**src/sv/cle_pkg.sv**
```systemverilog
// ----------------------------------------------------------------------------
// Curtailment lost-energy integrator package
// Shared types, item codes and command structures.
// ----------------------------------------------------------------------------
`default_nettype none
package cle_pkg;
  localparam logic [1:0] MODE_LOAD  = 2'd0;
  localparam logic [1:0] MODE_LIMIT = 2'd1;
  localparam logic [1:0] MODE_WIND  = 2'd2;
  localparam logic [1:0] MODE_CLOSE = 2'd3;

  localparam logic [1:0] REG_MAX_POWER = 2'd0;
  localparam logic [1:0] REG_USE_EXT   = 2'd1;
  localparam logic [1:0] REG_CURVE_PTS = 2'd2;

  localparam logic [23:0] MAX_POWER_RESET = 24'd3150000;
  localparam logic [62:0] E63_MAX = {63{1'b1}};

  typedef struct packed {
    logic [1:0]  mode;
    logic [3:0]  point_index;
    logic [15:0] curve_speed;
    logic [23:0] curve_power;
    logic [31:0] sample_time;
    logic [15:0] wind_speed;
    logic [23:0] limit_power;
    logic [31:0] window_start;
    logic [31:0] window_end;
  } in_item_t;

  typedef struct packed {
    logic [31:0] start_time;
    logic [31:0] end_time;
    logic [31:0] sample_count;
    logic [62:0] lost_energy;
  } out_item_t;

  typedef struct packed {
    logic [1:0]  addr;
    logic [31:0] data;
  } cfg_item_t;

  // Commands from controller to datapath.
  typedef struct packed {
    logic load;       // capture input item
    logic write_pt;   // write curve point
    logic set_limit;  // take limit sample
    logic scan_init;  // start search at top point
    logic scan_step;  // examine one point
    logic div_init;   // set up interpolation divide
    logic div_step;   // one quotient bit
    logic mul_lo;     // first partial product of energy
    logic mul_hi;     // second partial product of energy
    logic commit;     // update window state with wind sample
    logic close;      // form result and clear window
  } cmd_t;

  typedef struct packed {
    logic scan_done;  // search finished
    logic need_div;   // interpolation needed
    logic div_done;
  } sts_t;
endpackage
`default_nettype wire

```
**src/sv/cle_ctrl.sv**
```systemverilog
// ----------------------------------------------------------------------------
// Integrator controller
// Sequences the search, divide and multiply steps for each wind sample, and the close.
// ----------------------------------------------------------------------------
`default_nettype none
module cle_ctrl (
  input  wire logic          clk,
  input  wire logic          rst,
  input  wire logic          in_valid,
  output logic               in_ready,
  input  wire logic [1:0]    in_mode,
  input  wire logic          out_free,
  output logic               out_load,
  output cle_pkg::cmd_t      cmd,
  input  wire cle_pkg::sts_t sts
);
  localparam logic [2:0] S_IDLE = 3'd0;
  localparam logic [2:0] S_SCAN = 3'd1;
  localparam logic [2:0] S_DIVI = 3'd2;
  localparam logic [2:0] S_DIV  = 3'd3;
  localparam logic [2:0] S_MUL0 = 3'd4;
  localparam logic [2:0] S_MUL1 = 3'd5;
  localparam logic [2:0] S_COMM = 3'd6;
  localparam logic [2:0] S_CLOS = 3'd7;

  logic [2:0] state, state_next;

  always_ff @(posedge clk) begin
    if (rst) begin
      state <= S_IDLE;
    end else begin
      state <= state_next;
    end
  end

  assign in_ready = (state == S_IDLE);

  always_comb begin
    state_next = state;
    cmd = '0;
    out_load = 1'b0;
    unique case (state)
      S_IDLE: begin
        if (in_valid) begin
          cmd.load = 1'b1;
          unique case (in_mode)
            cle_pkg::MODE_WIND: begin
              cmd.scan_init = 1'b1;
              state_next = S_SCAN;
            end
            cle_pkg::MODE_CLOSE: state_next = S_CLOS;
            default: state_next = S_IDLE;
          endcase
        end
      end
      S_SCAN: begin
        if (sts.scan_done) state_next = sts.need_div ? S_DIVI : S_MUL0;
        else cmd.scan_step = 1'b1;
      end
      S_DIVI: begin
        cmd.div_init = 1'b1;
        state_next = S_DIV;
      end
      S_DIV: begin
        if (sts.div_done) state_next = S_MUL0;
        else cmd.div_step = 1'b1;
      end
      S_MUL0: begin
        cmd.mul_lo = 1'b1;
        state_next = S_MUL1;
      end
      S_MUL1: begin
        cmd.mul_hi = 1'b1;
        state_next = S_COMM;
      end
      S_COMM: begin
        cmd.commit = 1'b1;
        state_next = S_IDLE;
      end
      S_CLOS: begin
        if (out_free) begin
          cmd.close = 1'b1;
          out_load = 1'b1;
          state_next = S_IDLE;
        end
      end
      default: state_next = S_IDLE;
    endcase
  end
endmodule
`default_nettype wire

```
**config.mk**
```make
export PLATFORM = sky130hd
export DESIGN_NAME = cle_ctrl
export DESIGN_NICKNAME = d
export VERILOG_FILES = /design/src/sv/cle_pkg.sv /design/src/sv/cle_ctrl.sv
export SDC_FILE = /design/constraint.sdc
export NUM_CORES = 1
export LEC_CHECK = 0
export BUFFER_PORTS_ARGS = -buffer_cell sky130_fd_sc_hd__buf_4
export CAP_MARGIN = 10
export CORE_AREA = 2 2 39 41
export CTS_BUF_LIST = sky130_fd_sc_hd__clkbuf_8
export CTS_CLUSTER_SIZE = 8
export DETAILED_ROUTE_END_ITERATION = 7
export DIE_AREA = 0 0 41 43
export GPL_ROUTABILITY_DRIVEN = 0
export RECOVER_POWER = 100
export SETUP_SLACK_MARGIN = 0.5
export SYNTH_ARGS = -nofsm -noshare
export SYNTH_HDL_FRONTEND = slang
export SYNTH_SLANG_ARGS = --single-unit
```
**constraint.sdc**
```tcl
create_clock -name clk -period 1.38 [get_ports clk]
set_input_delay 0.138 -clock clk [delete_from_list [all_inputs] [get_ports clk]]
set_output_delay 0.138 -clock clk [all_outputs]
set_load 0.005 [all_outputs]
```
# ---- Word level (Yosys, flattened, before mapping)
# Index checks and enable logic that the tools add are counted.
dict set report word_totals {
  regBits 3
  latchBits 0
  ramBits 0
  romBits 0
  in_bits 9
  output_inout_bits 13
  wordCells 38
  mem_count 0
}
dict set report op_classes {
  add_sub_neg 0
  multipliers 0
  n_div 0
  order_cmp 0
  eq_ne 13
  n_shift 0
  n_mux 22
  n_bitwise 0
  reduce_logical 2
}
# cell n
set op_table {}
lappend op_table {{$pmux W3 S8} 1}
lappend op_table {{$mux W1} 15}
lappend op_table {{$mux W3} 5}
lappend op_table {{$eq A3 B3 Y1 const B} 4}
lappend op_table {{$ne A2 B2 Y1 const B} 4}
lappend op_table {{$eq A3 B2 Y1 const B} 2}
lappend op_table {{$pmux W3 S2} 1}
lappend op_table {{$eq A2 B2 Y1 const B} 2}
lappend op_table {{$reduce_and A4 Y1} 1}
lappend op_table {{$eq A3 B1 Y1 const B} 1}
lappend op_table {{$logic_not A3 Y1} 1}

# ---- Logic depth before layout (Yosys ltp)
# Gate-level depths: netlist of run 1.
dict set report logic_depth {
  word_depth 4
  ltp_mapped 5
  ltp_nobuf 4
}

# ---- Least setup slack after synthesis of run 1
# OpenSTA, ideal clock, no wires.
dict set report synth_path {
  kind {reg2out}
  start {register state[1]}
  end {output cmd[7] (netlist bit)}
  arrival_ns 0.964
  t_required_ns 1.242
  slack_ns 0.278
  stages_incl_launch_ff 5
  path_buffers 1
  path_cell_list {dfxtp_1 buf_6 nor3_2 and2_1 and3b_1}
}
# element line
set synth_lines {}
lappend synth_lines {{from (decl)} cle_ctrl.sv:26} ;# logic [2:0] state, state_next;
lappend synth_lines {{from (signal assigned)} cle_ctrl.sv:32} ;# state <= state_next;
lappend synth_lines {{to (decl)} cle_ctrl.sv:14} ;# output cle_pkg::cmd_t cmd,

==> results of run 1 <==
==> layout make-up <==
class | instances | area (sq um)
multi-input combinational | 31 | 294
timing repair buffer | 35 | 298
sequential | 3 | 71.3
clock inverter | 1 | 3.75
clock buffer | 3 | 41.3
tap | 16 | 20.0
fill | 121 | 642
inverter | 3 | 13.8
==> per-stage QoR <==
step,util (%),power [mW],setup WS (ns)
detailed placement,34.8,0.408,0.0802
global placement,34.8,0.408,0.0745
floorplan,-,0.325,0.296
CTS,49.9,0.834,0.0649
global route,53.6,0.947,-0.0241
finish,53.6,0.896,0.0366
==> placed cells by master, fill, tap and decap left out, types with 2 or more instances in the layout <==
cell,count
buf_6,7
clkbuf_8,3
dfxtp_4,3
conb_1,2
nor3b_2,3
o21ai_1,2
inv_1,3
a21oi_1,2
buf_4,26
o211ai_1,2
nor3_4,3
==> worst register-to-register path, cell delays in order, from the launching register on <==
cell and delay (ns):
dfxtp_4 0.37, buf_6 0.10, buf_6 0.09, mux2i_4 0.22, o211ai_1 0.13, a311oi_1 0.30
==> logic make-up after synthesis <==
| family | synth area share [%] |
|---|---|
| flops | 18.5 |
| other cells | 1.16 |
| mux | 3.09 |
| compound gates | 27.8 |
| simple gates | 30.5 |
| buf+inv | 18.9 |
==> path summary, 6_finish.rpt <==
check / depth (start not counted) / startpoint / endpoint
min: 3 / rst / state[0]
min reg2reg: 2 / state[0] / state[2]
max reg2reg: 5 / state[1] / state[1]
max: 4 / state[2] / cmd[7]
==> metal layers <==
metal / vias up / share of wire, % / GRT usage (%)
met3: 2 / 6.0 / 4.71
met2: 21 / 53 / 21.9
met4: 0 / 1.5 / 8.00
met1: 210 / 39 / 19.6
met5: - / 0 / 0
li1: 219 / - / -
==> power breakdown <==
part	internal, mW	switching, mW	leakage (nW)
clock network	0.190	0.0682	0.0269
logic	0.291	0.191	0.292
registers	0.112	0.0430	0.0267
total	0.594	0.302	0.346
==> what timing repair did <==
action,4_1_cts,5_1_grt
gates resized for setup,20,8
pin swaps,4,5
gates cloned,0,0
endpoints found under the setup margin,14,14
buffers inserted,12,2
==> flow_metrics.py, run 1 <==
metrics = {
    "power": {
        "p_leak_nw": 0.346,
        "irDropWorstVdd_mv": 0.563,
        "powerDensity_nw_per_um2": 1210,
    },
    "final_layout": {
        "num_antenna_cells": 0,
        "largest-register": "state",
        "largest_register_ffs": 3,
        "largestRegisters": "state x3",
        "nNetsFinal": 86,
        "stdcell_count": 92,
        "design_area_sq_um": 742,
        "syn_to_final_growth_pct": 129,
        "drive_gt1_share_pct": 72.4,
    },
    "yosys": {
        "synth.largest_area_cell": "dfxtp_1",
        "ys_top_cells_by_area": "dfxtp_1, buf_4, buf_6, nor3b_1, nor3_1",
        "syn_area_per_cell_sq_um": 7.72,
        "synth_seq_cells": 3,
        "synthFlopType": "dfxtp_1",
        "synth_top_area_share_pct": 18.5,
        "synth_warnings": 0,
        "yosys-top-cells-count": "buf_4, dfxtp_1, nor3_1, nor3b_1",
        "syn_area_sq_um": 324,
        "ys_async_sr_fraction_pct": 0,
        "seq_area_frac_synth_pct": 18.5,
        "synthCells": 42,
        "synth_edf_count": 0,
        "yosysUniqueCellTypes": 29,
    },
    "clock_tree": {
        "cts.htree.levels": 1,
        "clk_latency_ns": 0.22,
        "clk_pin_slew_ns": 0.04,
        "cts.sink_count": 3,
        "cts_tree": "built",
        "clockBufferDepth": 2,
        "numCtsBuffers": 3,
        "root_buffer": "clkbuf_8",
        "cts_hold_buf": 0,
    },
    "detailed_routing": {
        "post_drt_via_cell_ratio": 4.91,
        "wl_mm": 1.14,
        "drc": 0,
        "drtIter0Drc": 10,
        "wl_per_cell_um": 12.4,
        "drtAntennaViolNets": 0,
        "via_count": 452,
        "firstDrtPassIters": 4,
    },
    "worst_setup_path": {
        "critical_path.cell_chain": "nor3_4, and2_4, and3b_1, buf_4",
        "r2r_slack_ns": 0.05,
        "crit_family": "simple AND/OR/NAND/NOR gates",
        "critPathLaunchType": "flop",
        "crit_fanout": 6,
        "cp_slowest_stage_delay_ns": 0.37,
        "path_class": "reg -> out",
        "worst_setup_path_end_kind": "primary output",
        "arrival_ns": 1.21,
        "required_ns": 1.24,
        "slowest_stage": "dfxtp_4",
        "critPathBufInv": 1,
    },
    "grt": {
        "grt_pass1_vias": 424,
        "grt_max_degree": 9,
        "antenna_found_initial": 0,
        "grt_pass1_wl_mm": 1.81,
        "grt_remaining_overflow": 0,
        "grtUsageTotal_pct": 15.3,
    },
    "timing": {
        "post-route-min-period_ns": 1.34,
        "setup_viol": 0,
        "post-route-period-util_pct": 97.3,
        "fmax_mhz": 744,
        "rsz0062_at_grt": "true",
        "holdWs_ns": 0.208,
        "setup_tns_ns": 0,
        "hold_violations": 0,
        "fin_skew_ns": 0.00417,
        "slew_violations": 0,
    },
    "status": {
        "status": "finished, final reports clean",
    },
    "die": {
        "fp.coreArea_sq_um": 1380,
        "num_rows": 14,
        "io_pins": 22,
        "fp.dieH_um": 43,
        "dieArea_sq_um": 1760,
        "die_w_um": 41,
        "start_util_pct": 23.4,
    },
    "min_path": {
        "hold_path.class": "in -> reg",
    },
    "placement": {
        "dp.cells": 74,
        "dp_hpwl_um": 664,
        "io_buffer_count": 19,
        "placed_cell_area_sq_um": 482,
    },
    "run": {
        "maxCapViolCount": 0,
    },
}
Power figures use the tool's default switching activity.
==> run 2, diff against run 1 <==
--- a/config.mk
+++ b/config.mk
@@ -7,12 +7,15 @@
 export LEC_CHECK = 0
 export BUFFER_PORTS_ARGS = -buffer_cell sky130_fd_sc_hd__buf_4
 export CAP_MARGIN = 10
+export CELL_PAD_IN_SITES_DETAIL_PLACEMENT = 1
+export CELL_PAD_IN_SITES_GLOBAL_PLACEMENT = 1
 export CORE_AREA = 2 2 39 41
 export CTS_BUF_LIST = sky130_fd_sc_hd__clkbuf_8
 export CTS_CLUSTER_SIZE = 8
 export DETAILED_ROUTE_END_ITERATION = 7
 export DIE_AREA = 0 0 41 43
 export GPL_ROUTABILITY_DRIVEN = 0
+export PLACE_DENSITY_LB_ADDON = 0.1
 export RECOVER_POWER = 100
 export SETUP_SLACK_MARGIN = 0.5
 export SYNTH_ARGS = -nofsm -noshare
==> run 2 against run 1 <==
  * Clock skew increased by 0.00056 ns
  * Hold slack got worse by 0.018 ns
  * Via count decreased by 4.4%
  * Utilization increased by 0.99 points
  * Sequential cell count unchanged
  * Largest cell class unchanged
==> flow_metrics.py, run 2 (synthesis results as in run 1) <==
metrics = {
    "status": {
        "status": "finished, final reports clean",
    },
    "worst_setup_path": {
        "r2r_slack_ns": 0.08,
        "worstSetupEndpoint": "cmd[7]",
        "critical_path.cell_chain": "buf_6, nor3_4, and2_4, and3b_1, buf_4",
        "cp_slowest_stage_delay_ns": 0.34,
        "slowest_stage": "dfxtp_4",
        "r2r_end": "state[2]",
        "arrival_ns": 1.21,
        "path_class": "reg -> out",
        "r2r_start": "state[1]",
        "required_ns": 1.24,
        "critPathLaunchType": "flop",
        "crit_path_start": "state[1]",
        "worst_setup_path_end_kind": "primary output",
        "crit_fanout": 2,
        "ff2ff_path_depth": 6,
    },
    "timing": {
        "post-route-min-period_ns": 1.34,
        "hold_violations": 0,
        "setup_ws_ns": 0.0358,
        "setup_viol": 0,
        "fin_skew_ns": 0.00474,
        "slew_violations": 0,
        "fmax_mhz": 744,
        "holdWs_ns": 0.190,
        "rsz0062_at_grt": "true",
        "post-route-period-util_pct": 97.4,
    },
    "die": {
        "die_w_um": 41,
        "fp.coreArea_sq_um": 1380,
        "start_util_pct": 23.4,
        "io_pins": 22,
        "fp.dieH_um": 43,
        "dieArea_sq_um": 1760,
        "num_rows": 14,
    },
    "final_layout": {
        "largest-register": "state",
        "layout_common_cells": "buf_4, buf_6",
        "largest_register_ffs": 3,
        "ff_latch_area_sq_um": 71.3,
        "largestRegisters": "state x3",
        "design_area_sq_um": 756,
        "layout_commonest_cell": "buf_4",
        "fin_util_pct": 54.6,
        "syn_to_final_growth_pct": 133,
        "fillerInstances": 160,
        "nNetsFinal": 87,
        "num_antenna_cells": 0,
        "drive_gt1_share_pct": 76.6,
        "multi_input_area_sq_um": 302,
    },
    "grt": {
        "grtUsageTotal_pct": 16.6,
        "grt_pass1_wl_mm": 1.99,
        "grt_pass1_vias": 435,
        "grt_remaining_overflow": 0,
        "antenna_found_initial": 0,
        "grt_max_degree": 9,
    },
    "power": {
        "p_leak_nw": 0.347,
        "powerDensity_nw_per_um2": 1270,
        "power_mw": 0.958,
        "irDropWorstVdd_mv": 0.589,
    },
    "clock_tree": {
        "clockBufferDepth": 2,
        "clk_pin_slew_ns": 0.04,
        "clk_latency_ns": 0.22,
        "cts_hold_buf": 0,
        "root_buffer": "clkbuf_8",
        "numCtsBuffers": 3,
        "cts_tree": "built",
        "cts.sink_count": 3,
        "cts.htree.levels": 1,
    },
    "detailed_routing": {
        "wl_mm": 1.41,
        "drtIter0Drc": 1,
        "post_drt_via_cell_ratio": 4.65,
        "wl_per_cell_um": 15.1,
        "via_count": 432,
        "drc": 0,
        "drtAntennaViolNets": 0,
        "firstDrtPassIters": 4,
    },
    "placement": {
        "placed_cell_area_sq_um": 497,
        "io_buffer_count": 19,
        "dp_hpwl_um": 723,
        "preCtsSetupSlack_ns": 0.0909,
    },
    "min_path": {
        "hold_path.class": "in -> reg",
    },
    "run": {
        "maxCapViolCount": 0,
    },
}
==> run 2: area by class of cell <==
| class | instances | share of cell area (%) |
|---|---|---|
| Clock buffer | 3 | 5.46 |
| Clock inverter | 1 | 0.497 |
| Inverter | 3 | 1.82 |
| Multi-Input combinational cell | 31 | 39.9 |
| Sequential cell | 3 | 9.44 |
| Tap cell | 16 | 2.65 |
| Timing Repair Buffer | 36 | 40.2 |
==> run 2: timing repair <==
item,CTS,global route
buffers inserted,8,5
pin swaps,7,6
endpoints found under the setup margin,14,14
gates resized for setup,20,12
==> run 2: worst min path at each step <==
stage	from	end	depth (start not counted)
4_1_cts	rst	state[0]	3
5_1_grt	rst	state[2]	3
3_5_place_dp	rst	state[0]	3
2_1_floorplan	sts[0]	cmd[4]	1
3_3_place_gp	rst	state[0]	3
6_report	rst	state[2]	3
==> run 2: per-layer routing <==
layer	routed length (um)	up-vias	GRT usage (%)
met4	0	0	4.00
met5	0	-	0
li1	-	221	-
met3	59	0	3.14
met2	688	9	26.9
met1	659	202	21.7
==> run 2: through the flow <==
stage / instances / setup TNS, ns
final: 93 / 0
after global routing: 93 / -0.000263
after CTS: 88 / 0
after detailed placement: 76 / 0
after global placement: 76 / 0
after floorplan: 43 / 0
==> run 2: worst max-delay path, delay by kind of cell (launching register included) <==
kind                   cells  cell delay (ns)
and+or+nand+nor            3             0.42
DFF                        1             0.34
buffers and inverters      2             0.21
==> run 2: power breakdown <==
part / internal (mW) / switching, mW
Clock: 0.190 / 0.0700
Combinational: 0.327 / 0.219
Sequential: 0.112 / 0.0395
